<file path="config.mk">
export PLATFORM = sky130hd
export DESIGN_NAME = ddo_mul
export DESIGN_NICKNAME = d
export VERILOG_FILES = /design/src/hw/rtl/ddo_pkg.sv /design/src/hw/rtl/ddo_mul.sv
export SDC_FILE = /design/constraint.sdc
export NUM_CORES = 2
export LEC_CHECK = 0
export BUFFER_PORTS_ARGS = -buffer_cell sky130_fd_sc_hd__buf_4
export CAP_MARGIN = 20
export CORE_MARGIN = 2
export CORE_UTILIZATION = 55
export CTS_BUF_LIST = sky130_fd_sc_hd__clkbuf_4 sky130_fd_sc_hd__clkbuf_8 sky130_fd_sc_hd__clkbuf_16
export DETAILED_ROUTE_END_ITERATION = 10
export PLACE_DENSITY = 0.77
export SLEW_MARGIN = 10
export SYNTH_ARGS = -nofsm -noshare
export SYNTH_HDL_FRONTEND = slang
export SYNTH_SLANG_ARGS = --single-unit
</file>
<file path="constraint.sdc">
create_clock -name i_clk -period 17.15 [get_ports i_clk]
set_input_delay 4.2875 -clock i_clk [delete_from_list [all_inputs] [get_ports i_clk]]
set_output_delay 4.2875 -clock i_clk [all_outputs]
set_load 0.02 [all_outputs]
</file>
<file path="src/hw/rtl/ddo_pkg.sv">
package ddo_pkg;

    // CORDIC iteration count and arctangent table depth
    localparam int CORDIC_STEPS = 16;
    localparam int ATAN_ENTRIES = 24;
    localparam int COR_ITERS    = (CORDIC_STEPS < ATAN_ENTRIES) ? CORDIC_STEPS : ATAN_ENTRIES;
    localparam int CNT_W        = $clog2(ATAN_ENTRIES);

    // datapath widths
    localparam int MUL_W  = 33;
    localparam int PROD_W = 2 * MUL_W;
    localparam int COR_W  = 34;
    localparam int POS_W  = 24;
    localparam int ACC_W  = 73;

    // fixed constants
    localparam logic [MUL_W-1:0] TURN_PER_RAD_Q32 = 33'd683565276;
    localparam logic [COR_W-1:0] CORDIC_GAIN_Q30  = 34'd652032874;
    localparam logic [15:0]      MPP_RESET        = 16'd8454;
    localparam logic [15:0]      IVWB_RESET       = 16'd1237;

    // configuration register indexes
    localparam logic REG_MPP  = 1'b0;
    localparam logic REG_IVWB = 1'b1;

    typedef enum logic [4:0] {
        S_IDLE, S_M0, S_M1, S_M2, S_M3, S_M4, S_M5, S_M6, S_M7, S_M8,
        S_COR, S_M9, S_M10, S_M11, S_M12, S_M13, S_DONE
    } t_state;

    typedef struct packed {
        logic [15:0] mpp;
        logic [15:0] ivwb;
    } t_cfg;

    typedef struct packed {
        logic        load;
        logic        step;
        logic [31:0] ang;
    } t_cor_ctrl;

    typedef struct packed {
        logic                    last;
        logic signed [MUL_W-1:0] c;
        logic signed [MUL_W-1:0] s;
    } t_cor_stat;

    // arctangent of 2^-i in Q32 turns
    function automatic logic [31:0] atan_q32(input logic [CNT_W-1:0] idx);
        logic [31:0] v;
        unique case (idx)
            5'd0:  v = 32'h20000000;
            5'd1:  v = 32'h12E4051D;
            5'd2:  v = 32'h09FB385B;
            5'd3:  v = 32'h051111D4;
            5'd4:  v = 32'h028B0D43;
            5'd5:  v = 32'h0145D7E1;
            5'd6:  v = 32'h00A2F61E;
            5'd7:  v = 32'h00517C55;
            5'd8:  v = 32'h0028BE53;
            5'd9:  v = 32'h00145F2F;
            5'd10: v = 32'h000A2F98;
            5'd11: v = 32'h000517CC;
            5'd12: v = 32'h00028BE6;
            5'd13: v = 32'h000145F3;
            5'd14: v = 32'h0000A2F9;
            5'd15: v = 32'h0000517C;
            5'd16: v = 32'h000028BE;
            5'd17: v = 32'h0000145F;
            5'd18: v = 32'h00000A2F;
            5'd19: v = 32'h00000517;
            5'd20: v = 32'h0000028B;
            5'd21: v = 32'h00000145;
            5'd22: v = 32'h000000A2;
            5'd23: v = 32'h00000051;
            default: v = 32'h0;
        endcase
        return v;
    endfunction

    // position plus rounded step, saturated to the coordinate range
    function automatic logic [POS_W-1:0] sat_add(input logic [POS_W-1:0] pos,
                                                 input logic [42:0] delta);
        logic signed [43:0] sum;
        logic [POS_W-1:0]   res;
        sum = $signed({{20{pos[POS_W-1]}}, pos}) + $signed({delta[42], delta});
        if (sum > 44'sd8388607) begin
            res = 24'h7FFFFF;
        end else if (sum < -44'sd8388608) begin
            res = 24'h800000;
        end else begin
            res = sum[POS_W-1:0];
        end
        return res;
    endfunction

endpackage

</file>
<file path="src/hw/rtl/ddo_mul.sv">
module ddo_mul
    import ddo_pkg::*;
(
    input  logic                     i_clk,
    input  logic signed [MUL_W-1:0]  i_a,
    input  logic signed [MUL_W-1:0]  i_b,
    output logic signed [PROD_W-1:0] o_prod
);

    logic signed [PROD_W-1:0] r_prod;

    // shared signed multiplier, product registered
    always_ff @(posedge i_clk) begin
        r_prod <= i_a * i_b;
    end

    assign o_prod = r_prod;

endmodule

</file>
==> key figures <==
Global routing
  • Vias in the first global route: 32,530
  • Overflow left after global routing: 0
  • Total track usage: 29.4%
  • First-pass GRT wire length: 174 mm
  • Initial antenna violation count: 3
  • Pin count of the biggest net entering global routing: 34

Die
  • Top Ports: 133
  • Core Area: 73,100 µm²
  • Die area: 76,300 µm²
  • Die height: 276 µm
  • Initial core utilization: 55.7%
  • Num rows: 99
  • Die width: 276 µm

Worst setup path
  • Crit path largest cell delay: 0.90 ns
  • Buf/Inv on CP: 4
  • Worst setup SP type: input port
  • Crit path capture type: flip-flop
  • CP max FO: 33
  • Crit-path leading delay family: adder cells
  • Critical Path Most Common Cell: fa_1
  • Cell depth of the worst setup path: 22
  • Worst path cell trace: buf_4 -> nand2_1 -> inv_1 -> fa_1 -> fa_1 -> fa_1 -> fa_1 -> fa_1 -> fa_1 -> fa_1 -> inv_1 -> fa_1 -> inv_1 -> ha_1 -> nand3_1 -> nor2_1 -> nand2_1 -> nor3_1 -> o311ai_4 -> nand3_2 -> a211oi_1 -> a311oi_1
  • Crit path DAT: 12.23 ns
  • WS Path Type: input port to flip-flop
  • WP data required: 17.44 ns
  • CP max stage cell: fa_1

Drt
  • Total number of vias: 28,965
  • Total Wirelength: 107 mm
  • ANT nets after route: 0
  • # DRC: 0
  • DR pass1 iterations: 5
  • Drt via density: 5.54
  • Initial drt markers: 1,930
  • WL per Instance: 20.4 µm

Logic synthesis
  • Synth Instances: 4,338
  • Count of cell types in the netlist: 80
  • Area leader, netlist: fa_1
  • Syn_nets: 5,767
  • Yosys warning count: 0
  • Synth area leaders: fa_1, inv_1, and2_1
  • Synth top area share: 56.3%
  • Flops & latches, synth: 66
  • Synth async-reset ratio: 0%
  • EDFF count, synth: 0
  • Syn Area/Cell: 9.39 µm²
  • Seq/Total Area, Yosys: 3.24%
  • Dominant synthesized flop cell: dfxtp_1
  • Post-Synthesis Cell Area: 40,700 µm²

Min path
  • Hold Path Class: input port to flip-flop
  • Hold depth: 2

Clocking
  • Clk sinks: 66
  • Resize count post-CTS: 0
  • CTS Buffer Depth: 2
  • H-Tree Depth: 3
  • CTS root buf: clkbuf_16
  • CTS tree: built
  • Worst-path clk slew: 0.08 ns
  • Hold-fix buffers, CTS: 0
  • CTS buffer count: 9
  • Post-CTS Setup Bufs: 0

STA
  • RSZ-0062 raised after global routing: false
  • Max-slew violation count: 0
  • Fmax: 83.8 MHz
  • Fin. Hold Viols: 0
  • Count of final setup violators: 0
  • Period minus WS final: 11.93 ns
  • Worst slew pin tran: 0.897 ns
  • Fin crit share: 69.6%
  • Slew margin rel.: 40.2%
  • Setup Total Neg Slack: 0 ns

Placed design
  • RD Place Congestion: 0.913
  • Hpwl dp: 87.3 mm
  • Port Buffers: 132

Cells and area
  • Final nets: 5,693
  • Largest register FFs: 66
  • Synth-to-layout area growth: 4.20%
  • Share of layout cells above drive strength 1: 4.43%

Status
  • Status: finished clean

Run
  • Max-cap violations: 0
[synth_stat cells, types with 4 or more instances]
cell type	count
a211o_1	6
a211oi_1	7
a21o_1	36
a21oi_1	57
a31oi_1	8
and2_1	562
and3_1	5
and4_1	5
buf_2	11
clkbuf_1	208
dfxtp_1	66
fa_1	1145
ha_1	217
inv_1	1131
nand2_1	551
nand2b_1	12
nand3_1	25
nand4_1	11
nor2_1	68
nor2b_1	5
nor3_1	7
o211ai_1	4
o21a_1	6
o21ai_0	25
o21ai_1	6
o21bai_1	11
xnor2_1	43
xor2_1	25
[per-layer routing]
| layer | global-route usage (%) | wire (µm) |
|---|---|---|
| met1 | 35.5 | 38100 |
| met2 | 51.8 | 55900 |
| met3 | 3.24 | 6310 |
| met4 | 15.9 | 6200 |
| met5 | 0 | 0 |
[final timing paths]
check,startpoint,end,slack (ns)
worst max-delay path,i_a[32],o_prod[64],5.22
worst min-delay path,i_b[0],o_prod[0],4.36
[metrics by stage]
step | cell area [µm²] | std cells | setup slack, ns | hold slack, ns | util, %
after floorplan | 40700 | 4338 | 5.63 | 4.41 | -
after global placement | 42100 | 5211 | 4.89 | 4.70 | 57.6
after detailed placement | 42100 | 5211 | 4.84 | 4.70 | 57.6
after CTS | 42400 | 5227 | 5.20 | 4.34 | 58.0
after global routing | 42400 | 5230 | 4.80 | 4.37 | 58.1
final | 42400 | 5231 | 5.22 | 4.36 | 58.1
[layout by cell type (no fill, tap or decap), types with 43 or more instances in the layout]
master / instances
dfxtp_1: 66
nand2_1: 551
ha_1: 217
fa_1: 1145
nor2_1: 68
and2_1: 562
xnor2_1: 43
a21oi_1: 57
buf_4: 135
inv_1: 1131
[cells by family (layout without fill, tap and decap cells)]
logic type	count (synthesis)	after routing	synth area share [%]
other	0	3	0
AOI/OAI and AO/OA	219	219	4.07
buffers and inverters	1352	1283	12.5
adders and majority gates	1362	1362	62.9
DFF	66	66	3.24
and+or+nand+nor	1271	1271	15.8
xor gates and xnor gates	68	68	1.46
[final cells by class]
| class | instances | area, µm² |
|---|---|---|
| clock buffer | 9 | 225 |
| timing repair buffer | 136 | 1030 |
| inverter | 1131 | 4250 |
| multi-input combinational | 2920 | 34300 |
| sequential | 66 | 1320 |
| antenna | 3 | 7.51 |
| tap | 959 | 1200 |
| fill | 6320 | 30600 |
| clock inverter | 7 | 100 |
Power is not shown: default switching activity piles up to over one toggle a cycle in this logic, so the estimate is an artifact.
