`src/hw/rtl/ddo_pkg.sv`:
```
package ddo_pkg;

    // CORDIC iteration count and arctangent table depth
    localparam int CORDIC_STEPS = 16;
    localparam int ATAN_ENTRIES = 24;
    localparam int COR_ITERS    = (CORDIC_STEPS < ATAN_ENTRIES) ? CORDIC_STEPS : ATAN_ENTRIES;
    localparam int CNT_W        = $clog2(ATAN_ENTRIES);

    // datapath widths
    localparam int MUL_W  = 33;
    localparam int PROD_W = 2 * MUL_W;
    localparam int COR_W  = 34;
    localparam int POS_W  = 24;
    localparam int ACC_W  = 73;

    // fixed constants
    localparam logic [MUL_W-1:0] TURN_PER_RAD_Q32 = 33'd683565276;
    localparam logic [COR_W-1:0] CORDIC_GAIN_Q30  = 34'd652032874;
    localparam logic [15:0]      MPP_RESET        = 16'd8454;
    localparam logic [15:0]      IVWB_RESET       = 16'd1237;

    // configuration register indexes
    localparam logic REG_MPP  = 1'b0;
    localparam logic REG_IVWB = 1'b1;

    typedef enum logic [4:0] {
        S_IDLE, S_M0, S_M1, S_M2, S_M3, S_M4, S_M5, S_M6, S_M7, S_M8,
        S_COR, S_M9, S_M10, S_M11, S_M12, S_M13, S_DONE
    } t_state;

    typedef struct packed {
        logic [15:0] mpp;
        logic [15:0] ivwb;
    } t_cfg;

    typedef struct packed {
        logic        load;
        logic        step;
        logic [31:0] ang;
    } t_cor_ctrl;

    typedef struct packed {
        logic                    last;
        logic signed [MUL_W-1:0] c;
        logic signed [MUL_W-1:0] s;
    } t_cor_stat;

    // arctangent of 2^-i in Q32 turns
    function automatic logic [31:0] atan_q32(input logic [CNT_W-1:0] idx);
        logic [31:0] v;
        unique case (idx)
            5'd0:  v = 32'h20000000;
            5'd1:  v = 32'h12E4051D;
            5'd2:  v = 32'h09FB385B;
            5'd3:  v = 32'h051111D4;
            5'd4:  v = 32'h028B0D43;
            5'd5:  v = 32'h0145D7E1;
            5'd6:  v = 32'h00A2F61E;
            5'd7:  v = 32'h00517C55;
            5'd8:  v = 32'h0028BE53;
            5'd9:  v = 32'h00145F2F;
            5'd10: v = 32'h000A2F98;
            5'd11: v = 32'h000517CC;
            5'd12: v = 32'h00028BE6;
            5'd13: v = 32'h000145F3;
            5'd14: v = 32'h0000A2F9;
            5'd15: v = 32'h0000517C;
            5'd16: v = 32'h000028BE;
            5'd17: v = 32'h0000145F;
            5'd18: v = 32'h00000A2F;
            5'd19: v = 32'h00000517;
            5'd20: v = 32'h0000028B;
            5'd21: v = 32'h00000145;
            5'd22: v = 32'h000000A2;
            5'd23: v = 32'h00000051;
            default: v = 32'h0;
        endcase
        return v;
    endfunction

    // position plus rounded step, saturated to the coordinate range
    function automatic logic [POS_W-1:0] sat_add(input logic [POS_W-1:0] pos,
                                                 input logic [42:0] delta);
        logic signed [43:0] sum;
        logic [POS_W-1:0]   res;
        sum = $signed({{20{pos[POS_W-1]}}, pos}) + $signed({delta[42], delta});
        if (sum > 44'sd8388607) begin
            res = 24'h7FFFFF;
        end else if (sum < -44'sd8388608) begin
            res = 24'h800000;
        end else begin
            res = sum[POS_W-1:0];
        end
        return res;
    endfunction

endpackage

```
`src/hw/rtl/ddo_apb.sv`:
```
module ddo_apb
    import ddo_pkg::*;
(
    input  logic        i_clk,
    input  logic        i_rst_n,
    input  logic        psel,
    input  logic        penable,
    input  logic        pwrite,
    input  logic [2:0]  paddr,
    input  logic [31:0] pwdata,
    output logic [31:0] prdata,
    output logic        pready,
    output t_cfg        o_cfg
);

    logic [15:0] r_mpp, r_ivwb;

    // register writes in the access phase
    always_ff @(posedge i_clk) begin
        if (!i_rst_n) begin
            r_mpp  <= MPP_RESET;
            r_ivwb <= IVWB_RESET;
        end else if (psel && penable && pwrite) begin
            unique case (paddr[2])
                REG_MPP:  r_mpp  <= pwdata[15:0];
                REG_IVWB: r_ivwb <= pwdata[15:0];
                default: ;
            endcase
        end
    end

    // read back
    always_comb begin
        unique case (paddr[2])
            REG_MPP:  prdata = {16'h0, r_mpp};
            REG_IVWB: prdata = {16'h0, r_ivwb};
            default:  prdata = '0;
        endcase
    end

    assign pready     = 1'b1;
    assign o_cfg.mpp  = r_mpp;
    assign o_cfg.ivwb = r_ivwb;

endmodule
```
`config.mk`:
```
export PLATFORM = sky130hd
export DESIGN_NAME = ddo_apb
export DESIGN_NICKNAME = d
export VERILOG_FILES = /design/src/hw/rtl/ddo_pkg.sv /design/src/hw/rtl/ddo_apb.sv
export SDC_FILE = /design/constraint.sdc
export NUM_CORES = 1
export LEC_CHECK = 0
export BUFFER_PORTS_ARGS = -buffer_cell sky130_fd_sc_hd__buf_2
export CAP_MARGIN = 5
export CORE_MARGIN = 2
export CORE_UTILIZATION = 38
export CTS_CLUSTER_DIAMETER = 50
export CTS_CLUSTER_SIZE = 24
export DETAILED_ROUTE_END_ITERATION = 8
export PLACE_DENSITY = 0.79
export SLEW_MARGIN = 30
export SYNTH_ARGS = -nofsm -noshare
export SYNTH_HDL_FRONTEND = slang
export SYNTH_SLANG_ARGS = --single-unit
```
`constraint.sdc`:
```
create_clock -name i_clk -period 1 [get_ports i_clk]
set_input_delay 0.15 -clock i_clk [delete_from_list [all_inputs] [get_ports i_clk]]
set_output_delay 0.15 -clock i_clk [all_outputs]
set_load 0.005 [all_outputs]
```
==> results by group <==
Outcome
  – Outcome: complete, but fails checks
  – Failing checks: setup timing

Detailed routing
  – Drt total wl: 4230 µm
  – DR vias: 1450
  – Routed Antenna Nets: 0
  – Avg WL per Cell: about 13 µm
  – 1st-iter DRT viols: 34
  – DRC viols: 0
  – DRT Pass-1 Iters: 4
  – Vias/cell: between 4 and 5

Setup path
  – Crit path kind: reg2out
  – Cells along the critical path: mux2_2 -> buf_2
  – CP max stage cell: dfxtp_2
  – Critical R2R Capture: r_mpp[8]$_SDFFE_PN1P_
  – WP data required: 0.85 ns
  – Worst setup path start: r_ivwb[2]$_SDFFE_PN1P_
  – R2r setup slk: roughly 0.26 ns
  – R2R Path Start: r_mpp[8]$_SDFFE_PN1P_
  – Critical Path Max Stage Delay: 0.33 ns
  – Startpoint types: flop
  – CP Data Arrival Time: 1.01 ns
  – Reg2Reg Depth: 3
  – Worst Setup EP: prdata[2]
  – Setup crit end kind: primary output
  – Worst-path maximum fanout: 2

Layout
  – Layout area overhead: 64.3%
  – Final #Nets: 305
  – Post-route cell area: 2710 µm²
  – Layout cells sized above 1: 0.592
  – Fin util: 0.662
  – Diodes inserted: 0
  – Commonest non-fill, non-tap cell in the layout: buf_6
  – Non-filler cells, final: 315
  – Most frequent cells in the layout: 61 x buf_6, 37 x nand2_1, 34 x buf_2

Run
  – Maxcap violations: 0

Placement
  – DP Area: 2020 µm²
  – Final HPWL DP: 2490 µm
  – Gpl congestion: 0.724
  – Placed Cells: around 280
  – Port bufs: 69

Floorplan
  – Die Y: 69.8 µm
  – Die width: roughly 70 µm
  – Starting density of the core: 0.403
  – Die Footprint: 4880 µm²
  – Core Rows: 23
  – IO Pins: 105
  – Core area: 4090 µm²

Clock network
  – Number of buffers created by CTS: 5
  – H-tree Lvls: 2
  – Worst skew pair latency: 0.27 ns
  – Cts hold-fix bufs: 0
  – Deepest clock path buffer count: 2
  – Clock sinks: 32
  – Clock-pin slew on the worst setup and hold paths: approximately 0.070 ns
  – CTS tree: yes
  – Root buffer cell: clkbuf_8

GRT
  – First-pass GRT wire length: 6190 µm
  – Initial antenna violation count: 0
  – GR Util All Layers: 0.158
  – Largest net degree at the start of global routing: 33
  – Vias in the first global route: 1375
  – Gr ovfl total: 0

Timing
  – Final Max Tran Viols: 0
  – Endpoints failing hold: 0
  – RSZ-0062 raised after global routing: yes
  – Fmax: 866 MHz
  – Setup violators final: 16
  – Setup WS post-layout: -0.155 ns
  – Clock Skew: 0 ns
  – Final Cycle Share: 1.16
  – Minimum clock period: 1.16 ns

Pwr
  – Static Leak: 0.00124 µW
  – Pwr dens: roughly 1100 nW/µm²
  – Max VDD drop: 705 µV

Yosys
  – Cell Area, Synth: 1650 µm²
  – #FFs+latches synth: 32
  – Syn avg cell area: 9.69 µm²
  – Synth Warn #: 0
  – Register area share after synthesis: 0.389
  – Unique masters post-synth: 14
  – Synthesized instance count: 170

Min path
  – Min-delay worst type: in2reg
worst min-delay path by stage:
stage	endpoint	startpoint	depth (start not counted)
floorplan	r_ivwb[13]$_SDFFE_PN0P_	pwdata[13]	2
global placement	r_ivwb[8]$_SDFFE_PN0P_	pwdata[8]	3
detailed placement	r_mpp[7]$_SDFFE_PN0P_	pwdata[7]	3
CTS	r_ivwb[8]$_SDFFE_PN0P_	pwdata[8]	3
global route	r_ivwb[8]$_SDFFE_PN0P_	pwdata[8]	3
finish	r_mpp[7]$_SDFFE_PN0P_	pwdata[7]	3
critical path: cells and delay by family (launching register included):
family | cells | cell delay (ns)
flops | 1 | 0.33
mux | 1 | 0.27
buf+inv | 1 | 0.13
routing by layer:
metal | GRT usage | vias to the layer above | share of wire
met5 | 0 | - | 0
met3 | 0.0552 | 4 | 0.045
li1 | - | 713 | -
met4 | 0.0513 | 0 | 0.0061
met2 | 0.278 | 48 | 0.56
met1 | 0.178 | 685 | 0.39
where the power goes:
group	internal (µW)	switching [µW]	total, µW	leakage (µW)
Sequential	1310	20.0	1330	0.000265
Combinational	286	191	477	0.000927
Clock	612	453	1060	0.0000503
per-stage QoR:
stage | hold WS [ns] | setup TNS [ns] | setup WS (ns) | power [µW]
4_1_cts | 0.112 | -2.09 | -0.138 | 2810
3_5_place_dp | 0.424 | -2.00 | -0.0728 | 1700
3_3_place_gp | 0.413 | -1.39 | -0.0576 | 1690
5_1_grt | 0.108 | -2.77 | -0.184 | 3010
2_1_floorplan | 0.292 | -0.123 | -0.0123 | 1590
6_report | 0.123 | -2.13 | -0.155 | 2870
cell type report:
cell class / instances / area (µm²)
tap: 50 / 62.6
clock buffer: 7 / 96.3
multi-input combinational: 124 / 881
fill: 323 / 1380
timing repair buffer: 102 / 985
sequential: 32 / 681
cells by family (layout without fill, tap and decap cells):
| family | count (synthesis) | after routing | share of synthesized area |
|---|---|---|---|
| buffers and inverters | 29 | 109 | 0.131 |
| AND/OR/NAND/NOR | 59 | 59 | 0.172 |
| multiplexers | 48 | 48 | 0.304 |
| other | 2 | 17 | 0.00456 |
| flip-flops | 32 | 32 | 0.389 |
cells in the mapped netlist:
| cell type | count | area, µm² |
|---|---|---|
| buf_2 | 3 | 15.0 |
| nand2_1 | 37 | 139 |
| buf_12 | 1 | 20.0 |
| dfxtp_1 | 32 | 641 |
| buf_6 | 3 | 33.8 |
| buf_4 | 17 | 128 |
| nand4_1 | 1 | 6.26 |
| nor2b_1 | 19 | 119 |
| and4_1 | 1 | 8.76 |
| mux2i_1 | 32 | 320 |
| mux2_2 | 16 | 180 |
| conb_1 | 2 | 7.51 |
| and4b_1 | 1 | 10.0 |
| clkbuf_1 | 5 | 18.8 |
repair_timing:
| action | 4_1_cts | 5_1_grt |
|---|---|---|
| gates resized for setup | 38 | 64 |
| endpoints found under the hold margin | 0 | 0 |
| setup buffers | 25 | 2 |
| endpoints found under the setup margin | 16 | 41 |
flip-flops by register name, summed over array words and instances, names as in the netlist:
register and flops:
r_mpp 16, r_ivwb 16
No activity file was read; power rests on OpenSTA's default activity.
