### config.mk
export PLATFORM = sky130hd
export DESIGN_NAME = ddo_cordic
export DESIGN_NICKNAME = d
export VERILOG_FILES = /design/src/hw/rtl/ddo_pkg.sv /design/src/hw/rtl/ddo_cordic.sv
export SDC_FILE = /design/constraint.sdc
export NUM_CORES = 1
export LEC_CHECK = 0
export BUFFER_PORTS_ARGS = -buffer_cell sky130_fd_sc_hd__buf_2
export CAP_MARGIN = 5
export CORE_MARGIN = 2
export CORE_UTILIZATION = 50
export CTS_CLUSTER_DIAMETER = 30
export DETAILED_ROUTE_END_ITERATION = 6
export HOLD_SLACK_MARGIN = 0.12
export PLACE_DENSITY = 0.78
export SKIP_LAST_GASP = 1
export SYNTH_ARGS = -nofsm -noshare
export SYNTH_HDL_FRONTEND = slang
export SYNTH_SLANG_ARGS = --single-unit
### constraint.sdc
create_clock -name i_clk -period 5.65 [get_ports i_clk]
set_input_delay 0.2825 -clock i_clk [delete_from_list [all_inputs] [get_ports i_clk]]
set_output_delay 0.2825 -clock i_clk [all_outputs]
set_load 0.05 [all_outputs]
### src/hw/rtl/ddo_pkg.sv
package ddo_pkg;

    // CORDIC iteration count and arctangent table depth
    localparam int CORDIC_STEPS = 16;
    localparam int ATAN_ENTRIES = 24;
    localparam int COR_ITERS    = (CORDIC_STEPS < ATAN_ENTRIES) ? CORDIC_STEPS : ATAN_ENTRIES;
    localparam int CNT_W        = $clog2(ATAN_ENTRIES);

    // datapath widths
    localparam int MUL_W  = 33;
    localparam int PROD_W = 2 * MUL_W;
    localparam int COR_W  = 34;
    localparam int POS_W  = 24;
    localparam int ACC_W  = 73;

    // fixed constants
    localparam logic [MUL_W-1:0] TURN_PER_RAD_Q32 = 33'd683565276;
    localparam logic [COR_W-1:0] CORDIC_GAIN_Q30  = 34'd652032874;
    localparam logic [15:0]      MPP_RESET        = 16'd8454;
    localparam logic [15:0]      IVWB_RESET       = 16'd1237;

    // configuration register indexes
    localparam logic REG_MPP  = 1'b0;
    localparam logic REG_IVWB = 1'b1;

    typedef enum logic [4:0] {
        S_IDLE, S_M0, S_M1, S_M2, S_M3, S_M4, S_M5, S_M6, S_M7, S_M8,
        S_COR, S_M9, S_M10, S_M11, S_M12, S_M13, S_DONE
    } t_state;

    typedef struct packed {
        logic [15:0] mpp;
        logic [15:0] ivwb;
    } t_cfg;

    typedef struct packed {
        logic        load;
        logic        step;
        logic [31:0] ang;
    } t_cor_ctrl;

    typedef struct packed {
        logic                    last;
        logic signed [MUL_W-1:0] c;
        logic signed [MUL_W-1:0] s;
    } t_cor_stat;

    // arctangent of 2^-i in Q32 turns
    function automatic logic [31:0] atan_q32(input logic [CNT_W-1:0] idx);
        logic [31:0] v;
        unique case (idx)
            5'd0:  v = 32'h20000000;
            5'd1:  v = 32'h12E4051D;
            5'd2:  v = 32'h09FB385B;
            5'd3:  v = 32'h051111D4;
            5'd4:  v = 32'h028B0D43;
            5'd5:  v = 32'h0145D7E1;
            5'd6:  v = 32'h00A2F61E;
            5'd7:  v = 32'h00517C55;
            5'd8:  v = 32'h0028BE53;
            5'd9:  v = 32'h00145F2F;
            5'd10: v = 32'h000A2F98;
            5'd11: v = 32'h000517CC;
            5'd12: v = 32'h00028BE6;
            5'd13: v = 32'h000145F3;
            5'd14: v = 32'h0000A2F9;
            5'd15: v = 32'h0000517C;
            5'd16: v = 32'h000028BE;
            5'd17: v = 32'h0000145F;
            5'd18: v = 32'h00000A2F;
            5'd19: v = 32'h00000517;
            5'd20: v = 32'h0000028B;
            5'd21: v = 32'h00000145;
            5'd22: v = 32'h000000A2;
            5'd23: v = 32'h00000051;
            default: v = 32'h0;
        endcase
        return v;
    endfunction

    // position plus rounded step, saturated to the coordinate range
    function automatic logic [POS_W-1:0] sat_add(input logic [POS_W-1:0] pos,
                                                 input logic [42:0] delta);
        logic signed [43:0] sum;
        logic [POS_W-1:0]   res;
        sum = $signed({{20{pos[POS_W-1]}}, pos}) + $signed({delta[42], delta});
        if (sum > 44'sd8388607) begin
            res = 24'h7FFFFF;
        end else if (sum < -44'sd8388608) begin
            res = 24'h800000;
        end else begin
            res = sum[POS_W-1:0];
        end
        return res;
    endfunction

endpackage

### src/hw/rtl/ddo_cordic.sv
module ddo_cordic
    import ddo_pkg::*;
(
    input  logic      i_clk,
    input  t_cor_ctrl i_ctrl,
    output t_cor_stat o_stat
);

    logic signed [COR_W-1:0] r_x, r_y, r_z;
    logic                    r_flip;
    logic [CNT_W-1:0]        r_cnt;
    logic [31:0]             w_fold;
    logic signed [COR_W-1:0] w_dx, w_dy, w_atan, w_cx, w_sy;

    // fold the second and third quarter onto the other half
    always_comb begin
        w_fold = i_ctrl.ang;
        if (i_ctrl.ang[31:30] == 2'b01 || i_ctrl.ang[31:30] == 2'b10) begin
            w_fold = {~i_ctrl.ang[31], i_ctrl.ang[30:0]};
        end
    end

    assign w_dx   = r_y >>> r_cnt;
    assign w_dy   = r_x >>> r_cnt;
    assign w_atan = $signed({2'b00, atan_q32(r_cnt)});

    // one rotation per cycle while step is asserted
    always_ff @(posedge i_clk) begin
        if (i_ctrl.load) begin
            r_x    <= CORDIC_GAIN_Q30;
            r_y    <= '0;
            r_z    <= $signed({{2{w_fold[31]}}, w_fold});
            r_flip <= (i_ctrl.ang[31:30] == 2'b01 || i_ctrl.ang[31:30] == 2'b10);
            r_cnt  <= '0;
        end else if (i_ctrl.step) begin
            if (!r_z[COR_W-1]) begin
                r_x <= r_x - w_dx;
                r_y <= r_y + w_dy;
                r_z <= r_z - w_atan;
            end else begin
                r_x <= r_x + w_dx;
                r_y <= r_y - w_dy;
                r_z <= r_z + w_atan;
            end
            r_cnt <= r_cnt + 1'b1;
        end
    end

    assign w_cx = r_flip ? -r_x : r_x;
    assign w_sy = r_flip ? -r_y : r_y;

    assign o_stat.last = (r_cnt == CNT_W'(COR_ITERS - 1));
    assign o_stat.c    = w_cx[MUL_W-1:0];
    assign o_stat.s    = w_sy[MUL_W-1:0];

endmodule

==> flow_summary.html <==
<table>
<tr><th>Metric</th><th>Value</th></tr>
<tr><th colspan="2">Timing</th></tr>
<tr><td>Transition time of the tightest slew-check pin</td><td>1.08 ns</td></tr>
<tr><td>Skew final</td><td>0.0189 ns</td></tr>
<tr><td>Count of pins over their slew limit</td><td>0</td></tr>
<tr><td>Achievable frequency</td><td>0.175 GHz</td></tr>
<tr><td>Setup repair after global routing missed its margin</td><td>yes</td></tr>
<tr><td>Worst Setup Slack, final</td><td>-0.0502 ns</td></tr>
<tr><td>Final total negative setup slack</td><td>-0.0975 ns</td></tr>
<tr><td>Final hold violations</td><td>0</td></tr>
<tr><td>Worst slew margin</td><td>0.280</td></tr>
<tr><td>Crit path time final</td><td>5.70 ns</td></tr>
<tr><td>Final-report setup violation count</td><td>3</td></tr>
<tr><td>Portion of the clock cycle consumed by the worst path in the final layout</td><td>1.01</td></tr>
<tr><th colspan="2">Critical path</th></tr>
<tr><td>Req. time, crit path</td><td>5.99 ns</td></tr>
<tr><td>Register-to-register path setup slack</td><td>-0.05 ns</td></tr>
<tr><td>Capturing element type of the critical path</td><td>flip-flop</td></tr>
<tr><td>Signal arrival time at the worst endpoint</td><td>6.04 ns</td></tr>
<tr><td>Largest stage delay on the critical path</td><td>0.52 ns</td></tr>
<tr><td>Worst Path Class, Setup</td><td>flip-flop to flip-flop</td></tr>
<tr><td>CP max-delay cell</td><td>mux4_2</td></tr>
<tr><td>Largest fanout of any net on the critical path</td><td>10</td></tr>
<tr><td>Critical path buffers and inverters</td><td>9</td></tr>
<tr><td>Kind of cell with the highest combined delay on the critical path</td><td>compound AO/OA/AOI/OAI gates</td></tr>
<tr><td>Crit start category</td><td>flip-flop</td></tr>
<tr><th colspan="2">Logic synthesis</th></tr>
<tr><td>Leading cell type by number of instances after synthesis</td><td>nor2_1</td></tr>
<tr><td>Number of warnings issued by yosys</td><td>0</td></tr>
<tr><td>Synth Flop Type</td><td>dfxtp_1</td></tr>
<tr><td>EDFF count, synth</td><td>35</td></tr>
<tr><td>Portion of synthesized cell area occupied by the leading cell type</td><td>0.110</td></tr>
<tr><td>Post-Synthesis Cell Area</td><td>18700 µm²</td></tr>
<tr><td>Mean area per synthesized cell</td><td>8.17 µm²</td></tr>
<tr><td>Top cells by area, synth</td><td>dfxtp_1 11%, mux4_2 9.8%, ha_1 7.5%</td></tr>
<tr><td>Register bit total from synthesis</td><td>138</td></tr>
<tr><td>Library cell occupying the most area in the post-synthesis netlist</td><td>dfxtp_1</td></tr>
<tr><td>Syn_nets</td><td>2436</td></tr>
<tr><td>Number of instances in the synthesized netlist</td><td>2286</td></tr>
<tr><td>Synth cell count leaders</td><td>219 x nor2_1, 190 x a21oi_1, 182 x nand2_1</td></tr>
<tr><td>Asr flop ratio synth</td><td>0</td></tr>
<tr><td>Synth cell types</td><td>101</td></tr>
<tr><td>Sequential share of the synthesized area</td><td>0.167</td></tr>
<tr><th colspan="2">Die</th></tr>
<tr><td>Die area</td><td>38900 µm²</td></tr>
<tr><td>Number of placement rows</td><td>70</td></tr>
<tr><td>Area of the core</td><td>36700 µm²</td></tr>
<tr><td>Die W</td><td>197 µm</td></tr>
<tr><td>Die span in y</td><td>197 µm</td></tr>
<tr><td>I/O pins</td><td>102</td></tr>
<tr><td>Effective utilization at floorplan</td><td>0.509</td></tr>
<tr><th colspan="2">Clocking</th></tr>
<tr><td>Clk slew on worst S/H paths</td><td>0.08 ns</td></tr>
<tr><td>Number of buffers on the longest clock path</td><td>2</td></tr>
<tr><td>Root buffer cell</td><td>clkbuf_16</td></tr>
<tr><td>Clock tree from TritonCTS</td><td>built</td></tr>
<tr><td>CTS Buf Count</td><td>17</td></tr>
<tr><td>Clock sink count</td><td>138</td></tr>
<tr><td>Depth of the CTS H-tree</td><td>4</td></tr>
<tr><td>Clock latency on the worst-skew pair</td><td>0.48 ns</td></tr>
<tr><th colspan="2">Power and ir drop</th></tr>
<tr><td>Sw Share</td><td>0.517</td></tr>
<tr><td>Internal power of the cells</td><td>7.66 mW</td></tr>
<tr><td>Power Density</td><td>687 nW/µm²</td></tr>
<tr><td>Maximum resistive drop on vdd</td><td>0.000553 V</td></tr>
<tr><td>Share of total power in sequential cells</td><td>0.118</td></tr>
<tr><td>Clock group share of total power</td><td>0.072</td></tr>
<tr><td>Logic gate share of total power</td><td>0.811</td></tr>
<tr><td>P_sw</td><td>8.19 mW</td></tr>
<tr><td>Reported leakage power</td><td>9.92 nW</td></tr>
<tr><th colspan="2">Detailed routing</th></tr>
<tr><td>Detail Route Antenna Nets</td><td>0</td></tr>
<tr><td>Drt initial violations</td><td>1970</td></tr>
<tr><td>Total Wirelength</td><td>73100 µm</td></tr>
<tr><td>Average via count per standard cell</td><td>6.52</td></tr>
<tr><td>Final routed wire length divided by cell count</td><td>23.4 µm</td></tr>
<tr><td>TritonRoute pass-1 iters</td><td>6</td></tr>
<tr><td>DRC Markers</td><td>0</td></tr>
<tr><td>Via count</td><td>20300</td></tr>
<tr><th colspan="2">Global route</th></tr>
<tr><td>First-pass GRT wire length</td><td>110000 µm</td></tr>
<tr><td>Total routing usage reported by global routing</td><td>0.368</td></tr>
<tr><td>Via count of the first global-routing pass</td><td>19400</td></tr>
<tr><td>Initial antenna violation count</td><td>0</td></tr>
<tr><td>Final global-route overflow total</td><td>0</td></tr>
<tr><td>Pin count of the biggest net entering global routing</td><td>102</td></tr>
<tr><th colspan="2">Placed design</th></tr>
<tr><td>Number of buffers inserted by port buffering</td><td>101</td></tr>
<tr><td>Standard cell area after detailed placement</td><td>21500 µm²</td></tr>
<tr><td>Worst slack at placement</td><td>-0.239 ns</td></tr>
<tr><td>Post-DP HPWL</td><td>55300 µm</td></tr>
<tr><td>GPL Wtd Cong</td><td>1.08</td></tr>
<tr><th colspan="2">Final layout</th></tr>
<tr><td>Fraction of final layout cells with drive strength greater than 1</td><td>0.281</td></tr>
<tr><td>Final core occ</td><td>0.629</td></tr>
<tr><td>Finished layout cell area</td><td>23100 µm²</td></tr>
<tr><td>Final Net Count</td><td>2787</td></tr>
<tr><td>Antenna diode count</td><td>0</td></tr>
<tr><td>Post-synthesis to final-layout area growth</td><td>23.5%</td></tr>
<tr><th colspan="2">Status</th></tr>
<tr><td>Failing checks</td><td>setup timing</td></tr>
<tr><td>Outcome</td><td>finished with violations</td></tr>
<tr><th colspan="2">Run</th></tr>
<tr><td>Total of max-cap violations</td><td>0</td></tr>
<tr><th colspan="2">Worst hold path</th></tr>
<tr><td>Class of the most critical hold timing path</td><td>input port to flip-flop</td></tr>
</table>
-- worst reg2reg max path: stages (launching register included) --
cell and delay [ns]:
dfxtp_4 0.41, buf_12 0.15, buf_12 0.12, buf_12 0.13, mux4_2 0.53, and2_1 0.18, a2bb2oi_1 0.13, nor4_1 0.21
buf_4 0.18, o211ai_2 0.18, nor4_4 0.38, buf_4 0.18, and2_4 0.16, buf_6 0.11, a21oi_2 0.06, xnor2_1 0.18
ha_2 0.30, inv_1 0.16, nor2_4 0.06, a221o_1 0.37, buf_4 0.14, buf_6 0.11, a21oi_2 0.12, o21ai_2 0.08
a221o_1 0.39, a21o_1 0.22, a211o_1 0.33
-- kinds of logic (layout without fill, tap and decap cells) --
group                    after synthesis  count (layout)  share of synthesized area
buffers and inverters                245             609                     0.0651
XOR/XNOR                             234             234                      0.110
AO/OA/AOI/OAI                        685             685                      0.241
flip-flops                           138             138                      0.167
AND/OR/NAND/NOR                      678             678                      0.178
adder cells (fa/ha/maj)              115             115                     0.0782
multiplexers                         191             191                      0.161
-- final timing paths --
check        cells after the start                    to                  start
max                             26  r_x[30]$_SDFFE_PP0P_  r_cnt[0]$_SDFFE_PP0P_
min                              2      r_z[0]$_DFFE_PP_              i_ctrl[0]
max reg2reg                     26  r_x[30]$_SDFFE_PP0P_  r_cnt[0]$_SDFFE_PP0P_
min reg2reg                      2   r_y[0]$_SDFFE_PP0P_    r_y[0]$_SDFFE_PP0P_
-- cell usage in the layout, fill, tap and decap left out, types with 15 or more instances in the layout --
master         count
and2_1            21
o22ai_1           28
dfxtp_1           98
xor2_1            84
o21a_1            19
nor3_1            38
dlygate4sd3_1     27
a21oi_1          175
inv_1             58
a22oi_1           15
mux2_2            22
mux4_2            84
xnor2_1          147
or3_1             19
nand3_1           35
a31oi_1           27
buf_4            365
mux2i_1           78
nand2b_1          29
edfxtp_1          35
nor2b_1           17
a211oi_1          21
o211ai_1          17
ha_1             110
a21oi_2           15
nor2_1           213
a21o_1            44
clkbuf_16         18
and3_1            19
buf_2            100
o21ai_0          136
o31ai_1           31
nand2_1          180
-- what timing repair did --
item,in CTS,in global routing
cloned,0,1
buffers inserted,13,26
pin swaps,3,60
resized for setup,12,80
hold buffers,27,0
hold endpoints to repair,27,0
endpoints found under the setup margin,10,23
-- power by group through the flow --
stage / logic [mW] / clock network, mW / registers (mW)
final: 12.8 / 1.14 / 1.86
after floorplan: 8.43 / 0 / 1.61
after global placement: 11.7 / 0 / 1.84
after detailed placement: 12.0 / 0 / 1.87
after CTS: 12.2 / 1.15 / 1.84
after global routing: 13.8 / 1.19 / 1.89
-- area by class of cell --
| cell class | count | area (µm²) |
|---|---|---|
| clock buffer | 17 | 425 |
| clock inverter | 15 | 145 |
| fill | 3099 | 13600 |
| inverter | 64 | 243 |
| multi-input combinational | 1903 | 14700 |
| sequential | 138 | 3130 |
| tap | 468 | 586 |
| timing repair buffer | 513 | 3890 |
-- metal layers --
layer  vias to the layer above  part of all wire  wire length [µm]  global-route usage
li1                       9221                 -                 -                   -
met1                      9815              0.39             28800               0.459
met2                      1068              0.47             34500               0.615
met3                       221             0.082              5980              0.0613
met4                         0             0.053              3850               0.187
met5                         -                 0                 0                   0
-- registers in the layout (all words and copies together), names as in the netlist --
name and count:
w_atan 30, r_cnt 5, r_flip 1, r_z 34, r_y 34, r_x 34
-- stage by stage --
| stage | hold slack [ns] | total power [mW] | cells |
|---|---|---|---|
| after floorplan | 0.395 | 10.0 | 2286 |
| after global placement | 0.513 | 13.5 | 3019 |
| after detailed placement | 0.525 | 13.8 | 3019 |
| after CTS | 0.125 | 15.2 | 3091 |
| after global routing | 0.135 | 16.9 | 3118 |
| final | 0.132 | 15.8 | 3118 |
Note: power is estimated with default switching activity, not from simulation.
